--- config.mk ---
export PLATFORM = sky130hd
export DESIGN_NAME = nfa_word_acceptor_core
export DESIGN_NICKNAME = d
export VERILOG_FILES = /design/src/sv/nfa_wa_pkg.sv /design/src/sv/nfa_wa_ram.sv /design/src/sv/nfa_word_acceptor_core.sv
export SDC_FILE = /design/constraint.sdc
export NUM_CORES = 1
export LEC_CHECK = 0
export ABC_AREA = 0
export BUFFER_PORTS_ARGS = -buffer_cell sky130_fd_sc_hd__buf_2
export CAP_MARGIN = 20
export CORE_MARGIN = 1
export CORE_UTILIZATION = 35
export CTS_BUF_LIST = sky130_fd_sc_hd__clkbuf_16
export CTS_CLUSTER_DIAMETER = 120
export DETAILED_ROUTE_END_ITERATION = 12
export PLACE_DENSITY = 0.57
export RECOVER_POWER = 100
export SETUP_SLACK_MARGIN = 0.15
export SLEW_MARGIN = 40
export SYNTH_ARGS = -nofsm -noshare
export SYNTH_HDL_FRONTEND = slang
export SYNTH_HIERARCHICAL = 1
export SYNTH_SLANG_ARGS = --single-unit
--- constraint.sdc ---
create_clock -name aclk -period 3.4 [get_ports aclk]
set_clock_uncertainty 0.2 [all_clocks]
set_input_delay 0.68 -clock aclk [delete_from_list [all_inputs] [get_ports aclk]]
set_output_delay 0.68 -clock aclk [all_outputs]
set_load 0.01 [all_outputs]
--- src/sv/nfa_wa_pkg.sv ---
// shared constants and types of the nfa word acceptor
package nfa_wa_pkg;

    // automaton dimensions
    localparam int NUM_STATES      = 16;
    localparam int MAX_TRANSITIONS = 64;
    localparam int SYMBOL_BITS     = 8;

    // port field widths
    localparam int IDX_W   = $clog2(MAX_TRANSITIONS);
    localparam int STATE_W = 4;
    localparam int SYM_W   = 8;
    localparam int FINAL_W = 16;

    // configuration register indexes
    localparam int CFG_IDX_W = 2;
    localparam logic [CFG_IDX_W-1:0] CFG_INITIAL_STATE = 2'd0;
    localparam logic [CFG_IDX_W-1:0] CFG_HAS_INITIAL   = 2'd1;
    localparam logic [CFG_IDX_W-1:0] CFG_FINAL_MASK    = 2'd2;
    localparam int CFG_DATA_W = 16;

    // one stored transition, the valid flag lives in flip-flops
    typedef struct packed {
        logic                   lambda;
        logic [STATE_W-1:0]     src;
        logic [STATE_W-1:0]     dst;
        logic [SYMBOL_BITS-1:0] sym;
    } entry_t;

    localparam int ENTRY_W = $bits(entry_t);

endpackage

--- src/sv/nfa_wa_ram.sv ---
// generic single write port ram with registered read
module nfa_wa_ram #(
    parameter int WIDTH = 8,
    parameter int DEPTH = 64
) (
    input  logic                     aclk,
    input  logic                     we,
    input  logic [$clog2(DEPTH)-1:0] wr_addr,
    input  logic [WIDTH-1:0]         wr_data,
    input  logic [$clog2(DEPTH)-1:0] rd_addr,
    output logic [WIDTH-1:0]         rd_data
);

    logic [WIDTH-1:0] mem [DEPTH];

    // write and registered read
    always_ff @(posedge aclk) begin
        if (we) begin
            mem[wr_addr] <= wr_data;
        end
        rd_data <= mem[rd_addr];
    end

endmodule

--- src/sv/nfa_word_acceptor_core.sv ---
// top level of the nfa word acceptor: table, active set and scan sequencer
//
//  channel | ports                                   | transfer when
//  --------+-----------------------------------------+--------------------------
//  input   | s_valid s_ready s_kind .. s_empty_word  | s_valid & s_ready
//  result  | m_valid m_ready m_accepted m_no_active.. | m_valid & m_ready
//  config  | cfg_valid cfg_ready cfg_index cfg_data  | cfg_valid & cfg_ready
//
// a table write does not leave the idle state, so the core stays ready for the next item.
// a word item runs table scans through one entry compare unit, one entry a cycle
// over the single ram read port: a symbol needs one move scan plus 1 to NUM_STATES
// closure scans, a first symbol adds the closure of the start state.
// reset clears the entry valid bits at once, no clearing pass is needed.
// a result waiting on m_ready stalls only a following report, which holds s_ready low.
module nfa_word_acceptor_core (
    input  logic                                aclk,
    input  logic                                aresetn,
    // input items
    input  logic                                s_valid,
    output logic                                s_ready,
    input  logic                                s_kind,
    input  logic [nfa_wa_pkg::IDX_W-1:0]        s_entry_index,
    input  logic [nfa_wa_pkg::STATE_W-1:0]      s_from_state,
    input  logic [nfa_wa_pkg::STATE_W-1:0]      s_to_state,
    input  logic [nfa_wa_pkg::SYM_W-1:0]        s_symbol,
    input  logic                                s_entry_is_lambda,
    input  logic                                s_entry_valid,
    input  logic                                s_first_symbol,
    input  logic                                s_last_symbol,
    input  logic                                s_empty_word,
    // results
    output logic                                m_valid,
    input  logic                                m_ready,
    output logic                                m_accepted,
    output logic                                m_no_active_state,
    // configuration writes
    input  logic                                cfg_valid,
    output logic                                cfg_ready,
    input  logic [nfa_wa_pkg::CFG_IDX_W-1:0]    cfg_index,
    input  logic [nfa_wa_pkg::CFG_DATA_W-1:0]   cfg_data
);

    localparam int NS   = nfa_wa_pkg::NUM_STATES;
    localparam int MT   = nfa_wa_pkg::MAX_TRANSITIONS;
    localparam int IW   = nfa_wa_pkg::IDX_W;

    localparam logic [1:0] ST_IDLE   = 2'd0;
    localparam logic [1:0] ST_CLOSE  = 2'd1;
    localparam logic [1:0] ST_MOVE   = 2'd2;
    localparam logic [1:0] ST_REPORT = 2'd3;

    logic [1:0]                            state_reg, state_next;
    logic [IW:0]                           cnt_reg, cnt_next;
    logic                                  rd_vld_reg, rd_vld_next;
    logic                                  ent_valid_reg;
    logic [NS-1:0]                         set_reg, set_next;
    logic [NS-1:0]                         acc_reg, acc_next;
    logic                                  changed_reg, changed_next;
    logic                                  move_pend_reg, move_pend_next;
    logic                                  report_pend_reg, report_pend_next;
    logic [nfa_wa_pkg::SYMBOL_BITS-1:0]    sym_reg, sym_next;
    logic [MT-1:0]                         valid_reg;
    logic [nfa_wa_pkg::STATE_W-1:0]        init_state_reg;
    logic                                  has_init_reg;
    logic [nfa_wa_pkg::FINAL_W-1:0]        final_mask_reg;
    logic                                  m_valid_reg, m_valid_next;
    logic                                  m_accepted_reg, m_accepted_next;
    logic                                  m_none_reg, m_none_next;

    logic                                  in_xfer;
    logic                                  tbl_we;
    logic                                  wr_in_range;
    nfa_wa_pkg::entry_t                    wr_entry;
    nfa_wa_pkg::entry_t                    ent;
    logic [nfa_wa_pkg::ENTRY_W-1:0]        rd_data;
    logic [IW-1:0]                         rd_addr;
    logic                                  scanning;
    logic                                  scan_end;
    logic [NS-1:0]                         dst_hot;
    logic                                  fires;
    logic                                  lam_hit;
    logic                                  sym_hit;
    logic [NS-1:0]                         set_upd;
    logic [NS-1:0]                         acc_upd;
    logic                                  changed_upd;
    logic [NS-1:0]                         start_set;

    assign s_ready   = (state_reg == ST_IDLE);
    assign cfg_ready = 1'b1;
    assign in_xfer   = s_valid && s_ready;

    // table write path
    assign wr_in_range     = ({1'b0, s_entry_index} < (IW + 1)'(MT));
    assign tbl_we          = in_xfer && !s_kind && wr_in_range;
    assign wr_entry.lambda = s_entry_is_lambda;
    assign wr_entry.src    = s_from_state;
    assign wr_entry.dst    = s_to_state;
    assign wr_entry.sym    = s_symbol[nfa_wa_pkg::SYMBOL_BITS-1:0];

    assign rd_addr = cnt_reg[IW-1:0];

    nfa_wa_ram #(
        .WIDTH (nfa_wa_pkg::ENTRY_W),
        .DEPTH (MT)
    ) u_table (
        .aclk    (aclk),
        .we      (tbl_we),
        .wr_addr (s_entry_index),
        .wr_data (wr_entry),
        .rd_addr (rd_addr),
        .rd_data (rd_data)
    );

    // shared entry compare unit
    assign ent      = nfa_wa_pkg::entry_t'(rd_data);
    assign dst_hot  = NS'(1) << ent.dst;
    assign fires    = rd_vld_reg && ent_valid_reg && set_reg[ent.src];
    assign lam_hit  = fires && ent.lambda;
    assign sym_hit  = fires && !ent.lambda && (ent.sym == sym_reg);
    assign set_upd  = set_reg | (lam_hit ? dst_hot : '0);
    assign acc_upd  = acc_reg | (sym_hit ? dst_hot : '0);
    assign changed_upd = changed_reg || (lam_hit && !set_reg[ent.dst]);

    assign scanning = (state_reg == ST_CLOSE) || (state_reg == ST_MOVE);
    assign scan_end = (cnt_reg == (IW + 1)'(MT));

    // start state alone, closed later by a closure scan
    assign start_set = has_init_reg ? (NS'(1) << init_state_reg) : '0;

    // sequencer
    always_comb begin
        state_next       = state_reg;
        cnt_next         = cnt_reg;
        rd_vld_next      = 1'b0;
        set_next         = set_reg;
        acc_next         = acc_reg;
        changed_next     = changed_reg;
        move_pend_next   = move_pend_reg;
        report_pend_next = report_pend_reg;
        sym_next         = sym_reg;
        m_valid_next     = m_valid_reg && !m_ready;
        m_accepted_next  = m_accepted_reg;
        m_none_next      = m_none_reg;

        if (scanning) begin
            cnt_next    = scan_end ? '0 : cnt_reg + 1'b1;
            rd_vld_next = !scan_end;
        end

        case (state_reg)
            ST_IDLE: begin
                cnt_next = '0;
                if (in_xfer && s_kind) begin
                    sym_next     = s_symbol[nfa_wa_pkg::SYMBOL_BITS-1:0];
                    changed_next = 1'b0;
                    if (s_empty_word) begin
                        set_next         = start_set;
                        move_pend_next   = 1'b0;
                        report_pend_next = 1'b1;
                        state_next       = ST_CLOSE;
                    end else if (s_first_symbol) begin
                        set_next         = start_set;
                        move_pend_next   = 1'b1;
                        report_pend_next = s_last_symbol;
                        state_next       = ST_CLOSE;
                    end else begin
                        acc_next         = '0;
                        move_pend_next   = 1'b0;
                        report_pend_next = s_last_symbol;
                        state_next       = ST_MOVE;
                    end
                end
            end
            ST_CLOSE: begin
                set_next     = set_upd;
                changed_next = changed_upd;
                if (scan_end) begin
                    changed_next = 1'b0;
                    if (changed_upd) begin
                        state_next = ST_CLOSE;
                    end else if (move_pend_reg) begin
                        acc_next       = '0;
                        move_pend_next = 1'b0;
                        state_next     = ST_MOVE;
                    end else if (report_pend_reg) begin
                        state_next = ST_REPORT;
                    end else begin
                        state_next = ST_IDLE;
                    end
                end
            end
            ST_MOVE: begin
                acc_next = acc_upd;
                if (scan_end) begin
                    set_next     = acc_upd;
                    changed_next = 1'b0;
                    state_next   = ST_CLOSE;
                end
            end
            ST_REPORT: begin
                if (!m_valid_reg || m_ready) begin
                    m_valid_next     = 1'b1;
                    m_accepted_next  = |(set_reg & final_mask_reg);
                    m_none_next      = (set_reg == '0);
                    report_pend_next = 1'b0;
                    state_next       = ST_IDLE;
                end
            end
            default: begin
                state_next = ST_IDLE;
            end
        endcase
    end

    // control registers
    always_ff @(posedge aclk) begin
        if (!aresetn) begin
            state_reg       <= ST_IDLE;
            cnt_reg         <= '0;
            rd_vld_reg      <= 1'b0;
            set_reg         <= '0;
            changed_reg     <= 1'b0;
            move_pend_reg   <= 1'b0;
            report_pend_reg <= 1'b0;
            valid_reg       <= '0;
            init_state_reg  <= '0;
            has_init_reg    <= 1'b0;
            final_mask_reg  <= '0;
            m_valid_reg     <= 1'b0;
        end else begin
            state_reg       <= state_next;
            cnt_reg         <= cnt_next;
            rd_vld_reg      <= rd_vld_next;
            set_reg         <= set_next;
            changed_reg     <= changed_next;
            move_pend_reg   <= move_pend_next;
            report_pend_reg <= report_pend_next;
            m_valid_reg     <= m_valid_next;
            if (tbl_we) begin
                valid_reg[s_entry_index] <= s_entry_valid;
            end
            // configuration transfer
            if (cfg_valid && cfg_ready) begin
                case (cfg_index)
                    nfa_wa_pkg::CFG_INITIAL_STATE: begin
                        init_state_reg <= cfg_data[nfa_wa_pkg::STATE_W-1:0];
                    end
                    nfa_wa_pkg::CFG_HAS_INITIAL: begin
                        has_init_reg <= cfg_data[0];
                    end
                    nfa_wa_pkg::CFG_FINAL_MASK: begin
                        final_mask_reg <= cfg_data[nfa_wa_pkg::FINAL_W-1:0];
                    end
                    default: begin
                    end
                endcase
            end
        end
    end

    // payload registers
    always_ff @(posedge aclk) begin
        ent_valid_reg  <= valid_reg[rd_addr];
        acc_reg        <= acc_next;
        sym_reg        <= sym_next;
        m_accepted_reg <= m_accepted_next;
        m_none_reg     <= m_none_next;
    end

    assign m_valid           = m_valid_reg;
    assign m_accepted        = m_accepted_reg;
    assign m_no_active_state = m_none_reg;

endmodule

; ---- Word-level counts from Yosys, hierarchy flattened
; Memories as Yosys holds them, arrays and structs flattened. A register that Yosys moved wholly into a read port is not among the register bits.
; Index checks and enable logic that the tools add are counted.
; Widths: inputs -> output; s select.
[totals]
ff_bits = 142
latchBits = 0
ramBits = 1088
mem_bits_ro = 0
inputBits = 51
output_inout_bits = 5
mem_count = 1
[op_classes]
add_sub_neg = 1
n_mul = 0
n_div = 0
order_cmp = 5
eq_ne = 16
n_shift = 2
n_mux = 53
n_bitwise = 4
n_reduce_logical = 40
[mem_list]
columns = memory, depth, width, rd, rd_ports_with_merged_regs, write_ports, line
row1 = u_table.mem, 64, 17, 1, 1, 1, nfa_wa_ram.sv:14  ; logic [WIDTH-1:0] mem [DEPTH];
[op_table]
columns = operator, count
row1 = $mux 16, 13
row2 = $pmux 16 s3, 2
row3 = $bwmux 64, 1
row4 = $or 16x16->16, 2
row5 = $shl 1x4->16 const A, 2
row6 = $mux 1, 19
row7 = $mux 2, 9
row8 = $and 16x16->16, 1
row9 = $logic_not 16->1, 1
row10 = $reduce_or 16->1, 1
row11 = $lt 6x7->1 const B, 2
row12 = $ne 2x2->1 const B, 7
row13 = $reduce_and 2->1, 6
row14 = $reduce_and 4->1, 3
row15 = $logic_and 1x1->1, 11
row16 = $lt 4x5->1 const B, 2
row17 = $bmux 1 s4, 2
row18 = $eq 8x8->1, 1
row19 = $pmux 2 s4, 1
row20 = $add 7x1->7 const B, 1
row21 = $eq 7x7->1 const B, 1
row22 = $mux 7, 1
row23 = $reduce_and 7->1, 1
row24 = $bmux 1 s6, 1
row25 = other kinds (16), 30

; ---- Logic depth before layout (Yosys ltp)
; Gate-level depths: netlist (run 1).
[depth]
word_depth = 9
depth_mapped = 11

; ---- Cells and area by module
; The synthesis (run 1) kept the hierarchy.
[modules_own_cells]
columns = mod, n_inst, cells_each, area_per_inst_um2
row1 = nfa_wa_ram, 1, 1953, 42344.4
row2 = nfa_word_acceptor_core, 1, 884, 7898.8

; ---- Worst setup path after synthesis (run 1)
; Ideal clock, no wire load.
[synth_timing]
kind = flip-flop to flip-flop
startpoint = reg state_reg[0]
endpoint = mem u_table/mem[48][0] (netlist bit) (enable)
arrival_time_ns = 2.744
t_required_ns = 2.788
slack_ns = 0.044
path_stages_with_launch = 8
path_buffers = 1
period_less_slack_ns = 3.356
path_cell_list = dfxtp_1 inv_1 ha_1 clkbuf_1 and3b_1 nor2b_1 nand4b_1 nor3_1
[synth_between]
elab_chain_cells = 5
[synth_rtl]
columns = item, line
row1 = "start, declared", nfa_word_acceptor_core.sv:52  ; logic [1:0] state_reg, state_next;
row2 = "start signal, assigned", nfa_word_acceptor_core.sv:231  ; state_reg <= state_next;
row3 = $logic_not 2->1, nfa_word_acceptor_core.sv:88  ; assign s_ready = (state_reg == ST_IDLE);
row4 = via s_ready, nfa_word_acceptor_core.sv:20  ; output logic s_ready,
row5 = $logic_and 1x1->1, nfa_word_acceptor_core.sv:90  ; assign in_xfer = s_valid && s_ready;
row6 = $logic_and 1x1->1, nfa_word_acceptor_core.sv:94  ; assign tbl_we = in_xfer && !s_kind && wr_in_range;
row7 = via tbl_we, nfa_word_acceptor_core.sv:71  ; logic tbl_we;
row8 = $mux 1, nfa_wa_ram.sv:18  ; if (we) begin
row9 = $mux 1 (implied by the code), nfa_wa_ram.sv:19  ; mem[wr_addr] <= wr_data;
row10 = "end, declared", nfa_wa_ram.sv:14
; The timed path passes the listed nets, and every way through them passes these cells.

; ---- Worst setup path after layout (run 1)
[layout_timing]
startpoint = reg state_reg[0]
endpoint = mem u_table/mem[32][15] (netlist bit) (enable)
[layout_between]
elab_chain_cells = 5
[layout_rtl]
columns = item, line
row1 = $logic_not 2->1, nfa_word_acceptor_core.sv:88
row2 = $logic_and 1x1->1, nfa_word_acceptor_core.sv:90
row3 = $logic_and 1x1->1, nfa_word_acceptor_core.sv:94
row4 = via tbl_we, nfa_word_acceptor_core.sv:71
row5 = $mux 1, nfa_wa_ram.sv:18
row6 = $mux 1 (implied by the code), nfa_wa_ram.sv:19
; The timed path passes the listed nets, and every way through them passes these cells.

==> flow_summary.ini, run 1 <==
[power_and_ir_drop]
p_seq_share_pct = 48.8
irDropWorstVdd_mv = 0.436
clock_power_share_pct = 40.8
p_leak_uw = 0.0182
p_total_uw = 35100
power.internal_uw = 26800
power.switching_fraction_pct = 23.7
net-switching-power_uw = 8330
power_density_mw_per_mm2 = 605
pwr-share-comb_pct = 10.4

[synthesis]
ys_dominant_reg_cell = sky130_fd_sc_hd__edfxtp_1
synthesis.instances = 2837
share_of_the_yosys_chip_area_belonging_to_registers_pct = 71.9
synth.ff_latch_count = 1247
synth_top_area_share_pct = 66.6
synth_async_sr_flop_share_pct = 0
postSynthNetCount = 2894
synthTopCellsByCount = sky130_fd_sc_hd__edfxtp_1 (1114), sky130_fd_sc_hd__mux4_2 (238), sky130_fd_sc_hd__mux2i_1 (181)
syn-mean-instance-area_um2 = 17.7
synth_top_area_cell = sky130_fd_sc_hd__edfxtp_1
yosys.cell_types.count = 63
synth_enable_flop_cells = 1114
yosysMostFrequentCell = sky130_fd_sc_hd__edfxtp_1
synth.yosys.warnings = 6
leading_post_synthesis_cells_by_cell_area = sky130_fd_sc_hd__edfxtp_1 (67%), sky130_fd_sc_hd__mux4_2 (11%), sky130_fd_sc_hd__dfxtp_1 (5.3%), sky130_fd_sc_hd__mux2i_1 (3.6%), sky130_fd_sc_hd__nand2_1 (1.2%)
mappedNetlistArea_mm2 = 0.0502

[clock_network]
post_cts.repair.setup_buffers = 0
cts_tree = built
cts_made_buffers = 132
worstSkewPairLatency_ns = 0.76
ctsLongestPathBuffers = 3
worst_setup_hold_path_clk_slew_ns = 0.06
clock_sink_count = 1247
clock_tree.htree_level_count = 4
cts_root_buffer = sky130_fd_sc_hd__clkbuf_16

[placed_design]
place.port_buffers = 54
dp_hpwl_mm = 79.4
place_ws_ns = 0.222
gpl.final_weighted_congestion = 0.870
numPlacedInstances = 4824

[floorplanning]
coreArea_mm2 = 0.142
die_h_um = 381
ioPinCount = 56
dieWidth_um = 381
initial_cell_density_of_the_core_pct = 35.4
row_count = 138
fp.dieArea_mm2 = 0.145

[layout]
nets_finish = 3142
area_growth_pct = 15.5
largest_register_ff_count = 1088
post_layout_nonfiller_instances = 5089
fraction_of_final_layout_cells_sized_beyond_drive_strength_1_pct = 22.2

[timing]
final_hold_slack_ns = 0.0789
report.final.setup_viol = 0
final_hold_violation_count = 0
worst-slew-pin-transition_ns = 1.96
slew_margin_rel_pct = -30.7
timing.final.ws_setup_ns = 0.225
fin_crit_ns = 3.18
unrepaired_setup_endpoints_after_global_routing = false
max_transition_viols_final = 569
achievable-frequency_mhz = 315
finalSetupTns_ns = 0
fin_crit_sh_pct = 93.4

[route]
drt-total-wl_mm = 129
wl_per_cell_um = 25.3
first_iter_violations = 2840
detail_route.vias_per_cell = 5.36
drt_first_pass_iters = 5
vias = 27300
antenna_violating_nets_post_route = 0
drc = 0

[setup_path]
critical_path_required_ns = 3.58
reg2reg_to = u_table/mem[32][15]
crit_path_max_incr_delay_ns = 0.51
category_of_the_critical_setup_timing_path = register to register
crit-reg2reg-launch = state_reg[0]
arrival_worst_endpoint_ns = 3.36
startpoint_type = register
reg2reg_depth = 8
end_kind = register
timing.reg2reg.setup_slack_ns = 0.22
path_max_fanout = 17
critical_path_slowest_stage_cell = sky130_fd_sc_hd__clkbuf_2
timing.critical_path.cells = inv_1 -> ha_1 -> and3b_1 -> nor2b_1 -> nand2_1 -> clkbuf_1 -> nor2_1 -> clkbuf_2

[hold_path]
hold_path_end = m_valid
worstHoldStart = m_ready
whs_path_depth = 3
timing.hold.worst.class = input pin to register

[global_routing]
first_pass_grt_wire_length_mm = 188
grt_antenna_before_repair = 2
global_route.usage.total_pct = 17.7
grt_max_degree = 84
grt_overflow_total = 0
grt_pass1_vias = 26800

[outcome]
violated_checks = max-capacitance violations, max-slew violations
status = complete, but fails checks

[job]
max-cap-violations = 14
==> critical path, delay by kind of cell (launching register included) <==
| kind | cells | cell delay, ns |
|---|---|---|
| adder cells (fa/ha/maj) | 1 | 0.19 |
| buffers and inverters | 3 | 1.07 |
| flip-flops | 1 | 0.33 |
| AND/OR/NAND/NOR | 4 | 0.97 |
==> how the worst max path moves through the flow <==
| stage | startpoint | endpoint | slack (ns) | cells after the start |
|---|---|---|---|---|
| after floorplan | cnt_reg[1] | acc_reg[0] | 0.24 | 8 |
| after global placement | u_table/rd_data[12] | set_reg[4] | 0.17 | 7 |
| after detailed placement | u_table/rd_data[12] | set_reg[4] | 0.22 | 7 |
| after CTS | u_table/rd_data[12] | set_reg[4] | 0.17 | 7 |
| after global routing | state_reg[0] | u_table/mem[18][4] | 0.1 | 8 |
| final | state_reg[0] | u_table/mem[32][15] | 0.22 | 8 |
==> per-stage QoR <==
| stage | util [%] | area [µm²] |
|---|---|---|
| after floorplan | - | 50300 |
| after global placement | 38.1 | 54100 |
| final | 40.9 | 58100 |
| after global routing | 40.9 | 58000 |
| after CTS | 41.3 | 58600 |
| after detailed placement | 38.1 | 54100 |
==> repair_timing <==
| action | in CTS | in global routing |
|---|---|---|
| hold buffers | 17 | 0 |
| resized for setup | 0 | 3 |
| endpoints found under the setup margin | 0 | 9 |
| hold endpoints to repair | 21 | 0 |
==> logic make-up after synthesis <==
logic type | count (synthesis) | synth area share (%)
compound gates | 377 | 5.53
xor+xnor | 13 | 0.227
fa+ha+maj | 6 | 0.149
buf+inv | 189 | 2.04
flops | 1247 | 71.9
mux | 431 | 14.5
other cells | 1 | 0.00746
simple gates | 573 | 5.63
==> cell type report <==
| cell class | count | area, µm² |
|---|---|---|
| fillers | 12700 | 83900 |
| flip-flops and latches | 1247 | 36100 |
| multi-input cells | 1401 | 13200 |
| clock buffers | 136 | 3400 |
| well taps | 1890 | 2360 |
| repair buffers | 296 | 2010 |
| clock inverters | 109 | 942 |
| inverters | 7 | 26.3 |
| diodes | 3 | 7.51 |
==> layer usage <==
metal | wire (µm) | GRT usage (%) | part of all wire [%] | vias to the layer above
li1 | - | - | - | 12000
met1 | 59600 | 26.3 | 46 | 14300
met2 | 58100 | 26.5 | 45 | 852
met3 | 7990 | 2.48 | 6.2 | 167
met4 | 3330 | 5.74 | 2.6 | 0
met5 | 0 | 0 | 0 | -
==> power groups by stage <==
stage | Sequential [µW] | Combinational [µW] | Clock, µW
after global placement | 17400 | 3740 | 0
after global routing | 17100 | 3920 | 15200
after detailed placement | 17400 | 3750 | 0
after floorplan | 17300 | 2540 | 0
after CTS | 17100 | 3770 | 14600
final | 17100 | 3660 | 14300
==> cells in the final DEF, fill, tap and decap left out, types with 14 or more instances in the layout <==
cell type	count
sky130_fd_sc_hd__edfxtp_1	1114
sky130_fd_sc_hd__mux4_2	238
sky130_fd_sc_hd__mux2i_1	181
sky130_fd_sc_hd__nand2_1	160
sky130_fd_sc_hd__clkbuf_16	136
sky130_fd_sc_hd__nor2_1	132
sky130_fd_sc_hd__dfxtp_1	128
sky130_fd_sc_hd__buf_4	92
sky130_fd_sc_hd__clkbuf_2	77
sky130_fd_sc_hd__nor2b_1	71
sky130_fd_sc_hd__a22oi_1	65
sky130_fd_sc_hd__o21ai_0	58
sky130_fd_sc_hd__clkbuf_1	52
sky130_fd_sc_hd__a21boi_0	50
sky130_fd_sc_hd__a221oi_1	48
sky130_fd_sc_hd__inv_1	41
sky130_fd_sc_hd__a211oi_1	40
sky130_fd_sc_hd__nand3_1	38
sky130_fd_sc_hd__buf_2	38
sky130_fd_sc_hd__clkinv_1	26
sky130_fd_sc_hd__nor2_2	26
sky130_fd_sc_hd__nor3_1	21
sky130_fd_sc_hd__a21oi_1	20
sky130_fd_sc_hd__and3_1	20
sky130_fd_sc_hd__clkinv_2	20
sky130_fd_sc_hd__a22o_1	19
sky130_fd_sc_hd__nand4_1	18
sky130_fd_sc_hd__a31oi_1	17
sky130_fd_sc_hd__dlygate4sd3_1	17
sky130_fd_sc_hd__buf_12	17
sky130_fd_sc_hd__a2111oi_0	15
sky130_fd_sc_hd__and3b_1	14
sky130_fd_sc_hd__a21o_1	14
Power figures use the tool's default switching activity.
==> run 2, diff against run 1 <==
--- a/config.mk
+++ b/config.mk
@@ -5,7 +5,7 @@
 export SDC_FILE = /design/constraint.sdc
 export NUM_CORES = 1
 export LEC_CHECK = 0
-export ABC_AREA = 0
+export ABC_AREA = 1
 export BUFFER_PORTS_ARGS = -buffer_cell sky130_fd_sc_hd__buf_2
 export CAP_MARGIN = 20
 export CORE_MARGIN = 1
==> run 2 against run 1 <==
Effect of this change: the flow still finishes with violations (max-capacitance violations, max-slew violations); largest power group unchanged; total power grew 3.6%; area after synthesis up 3.6%; final area increased by 2.2%; first-iteration DRC count grew 23%; count of clock-buffer cells in the layout down 3.
==> flow_summary.ini, run 2 <==
[global_routing]
global_route.usage.total_pct = 18.9
grt_max_degree = 148
first_pass_grt_wire_length_mm = 217
grt_antenna_before_repair = 3
grt_pass1_vias = 34400
grt_overflow_total = 0

[timing]
report.final.setup_viol = 0
achievable-frequency_mhz = 324
slew_margin_rel_pct = -63.2
worst-slew-pin-transition_ns = 2.45
max_transition_viols_final = 643
final_hold_slack_ns = 0.0355
fin_crit_ns = 3.08
final_hold_violation_count = 0
finalSetupTns_ns = 0
fin_crit_sh_pct = 90.7
unrepaired_setup_endpoints_after_global_routing = false

[synthesis]
postSynthNetCount = 4858
leading_post_synthesis_cells_by_cell_area = sky130_fd_sc_hd__edfxtp_1 (64%), sky130_fd_sc_hd__nand2_1 (11%), sky130_fd_sc_hd__nand3_1 (9.3%), sky130_fd_sc_hd__dfxtp_1 (5.1%), sky130_fd_sc_hd__buf_2 (1.5%)
synth_async_sr_flop_share_pct = 0
share_of_the_yosys_chip_area_belonging_to_registers_pct = 69.4
synth_enable_flop_cells = 1114
synthesis.instances = 4801
synth.yosys.warnings = 6
synth_top_area_share_pct = 64.3
synthTopCellsByCount = sky130_fd_sc_hd__nand2_1 (1578), sky130_fd_sc_hd__edfxtp_1 (1114), sky130_fd_sc_hd__nand3_1 (971)
yosys.cell_types.count = 44
mappedNetlistArea_mm2 = 0.0520
syn-mean-instance-area_um2 = 10.8
synth.ff_latch_count = 1247
yosysMostFrequentCell = sky130_fd_sc_hd__nand2_1
synth_top_area_cell = sky130_fd_sc_hd__edfxtp_1
ys_dominant_reg_cell = sky130_fd_sc_hd__edfxtp_1

[setup_path]
category_of_the_critical_setup_timing_path = register to register
critical_path_slowest_stage_cell = sky130_fd_sc_hd__nor3_4
timing.critical_path.cells = inv_1 -> ha_1 -> inv_1 -> nor3_4 -> clkbuf_1 -> nand4_1 -> clkbuf_1 -> nor2_1 -> buf_4
path_max_fanout = 17
arrival_worst_endpoint_ns = 3.33
reg2reg_depth = 9
end_kind = register
crit_path_max_incr_delay_ns = 0.44
critical_path_required_ns = 3.65
startpoint_type = register

[layout]
fraction_of_final_layout_cells_sized_beyond_drive_strength_1_pct = 8.54
post_layout_nonfiller_instances = 6920
mostFrequentLayoutCell = sky130_fd_sc_hd__nand2_1
final_core_util_pct = 40.2
area_growth_pct = 14.0
fillers = 13900
nets_finish = 4946
layout.cells.most_common_list = sky130_fd_sc_hd__nand2_1 (1578), sky130_fd_sc_hd__edfxtp_1 (1114), sky130_fd_sc_hd__nand3_1 (971), sky130_fd_sc_hd__nor2_1 (182), sky130_fd_sc_hd__inv_1 (139)
largest_register_ff_count = 1088

[route]
wl_per_cell_um = 20.8
antenna_violating_nets_post_route = 0
drc = 0
drt-total-wl_mm = 144
first_iter_violations = 3501
drt_first_pass_iters = 6
vias = 36200
detail_route.vias_per_cell = 5.22

[floorplanning]
ioPinCount = 56
row_count = 141
die_h_um = 388
initial_cell_density_of_the_core_pct = 35.2
coreArea_mm2 = 0.148
dieWidth_um = 388
fp.dieArea_mm2 = 0.150

[hold_path]
timing.hold.worst.class = input pin to register
whs_path_depth = 3

[outcome]
status = complete, but fails checks
violated_checks = max-capacitance violations, max-slew violations

[clock_network]
clock_sink_count = 1247
ctsLongestPathBuffers = 3
worstSkewPairLatency_ns = 0.77
clock_tree.htree_level_count = 4
cts_tree = built
post_cts.repair.setup_buffers = 0
cts_made_buffers = 130
worst_setup_hold_path_clk_slew_ns = 0.06
cts_root_buffer = sky130_fd_sc_hd__clkbuf_16

[placed_design]
numPlacedInstances = 6669
gpl.final_weighted_congestion = 0.870
dp_hpwl_mm = 84.4
place.port_buffers = 54

[power_and_ir_drop]
power_density_mw_per_mm2 = 613
p_total_uw = 36400
irDropWorstVdd_mv = 0.490
p_leak_uw = 0.0215

[job]
max-cap-violations = 16
==> run 2: cell count changes after synthesis, sizes merged, moves of 65 or more <==
cell,change
inv,+115
nor2b,-73
a21oi,+77
a22oi,-65
nand3,+933
mux2i,-181
nand2,+1418
buf,+136
mux4,-238
==> run 2: critical path, delay by kind of cell (launching register included) <==
kind / cells / cell delay, ns
buffers and inverters: 5 / 1.16
AND/OR/NAND/NOR: 3 / 0.84
adder cells (fa/ha/maj): 1 / 0.23
flip-flops: 1 / 0.34
==> run 2: final timing paths <==
kind	startpoint	endpoint	slack, ns
worst min register to register	valid_reg[50]	valid_reg[50]	0.26
worst min-delay path	cfg_data[12]	final_mask_reg[12]	0.04
worst max-delay path	state_reg[0]	u_table/mem[29][3]	0.32
worst max register to register	state_reg[0]	u_table/mem[29][3]	0.32
==> run 2: metal layers <==
metal | vias to the layer above | track usage, % | routed length (µm)
met2 | 1156 | 30.7 | 68400
met3 | 195 | 2.62 | 8530
li1 | 17000 | - | -
met4 | 0 | 6.01 | 3790
met1 | 17800 | 26.0 | 63200
met5 | - | 0 | 0
==> run 2: where the power goes <==
part	switching, µW	internal [µW]	leakage [µW]	total (µW)
Sequential	221	17000	0.0111	17200
Combinational	3440	1280	0.00818	4720
Clock	5980	8420	0.00220	14400
==> run 2: cell families after synthesis <==
group / after synthesis / synth area share, %
adder cells (fa/ha/maj): 6 / 0.144
AND/OR/NAND/NOR: 2843 / 23.3
other: 1 / 0.00721
buffers and inverters: 433 / 3.97
XOR/XNOR: 4 / 0.0673
flip-flops: 1247 / 69.4
AO/OA/AOI/OAI: 267 / 3.07
==> run 2: cell type report <==
cell class                 instances  area, µm²  area share, %
multi-input combinational       3121      14000           23.6
clock inverter                    99        973           1.64
timing repair buffer             260       1960           3.30
antenna                            1       2.50        0.00422
sequential                      1247      36100           60.9
clock buffer                     133       3330           5.61
inverter                         129        513          0.865
tap                             1930       2410           4.07
==> run 2: through the flow <==
stage          setup WS (ns)  cell area [µm²]
5_1_grt                0.223            59300
3_5_place_dp           0.592            55200
2_1_floorplan        -0.0367            52100
3_3_place_gp           0.602            55200
4_1_cts                0.571            59700
6_report               0.316            59300
==> run 2: timing repair <==
action                     in CTS  in global routing
hold buffers                   18                  0
resized for setup               0                  0
setup endpoints to repair       0                  0
hold endpoints to repair       20                  0
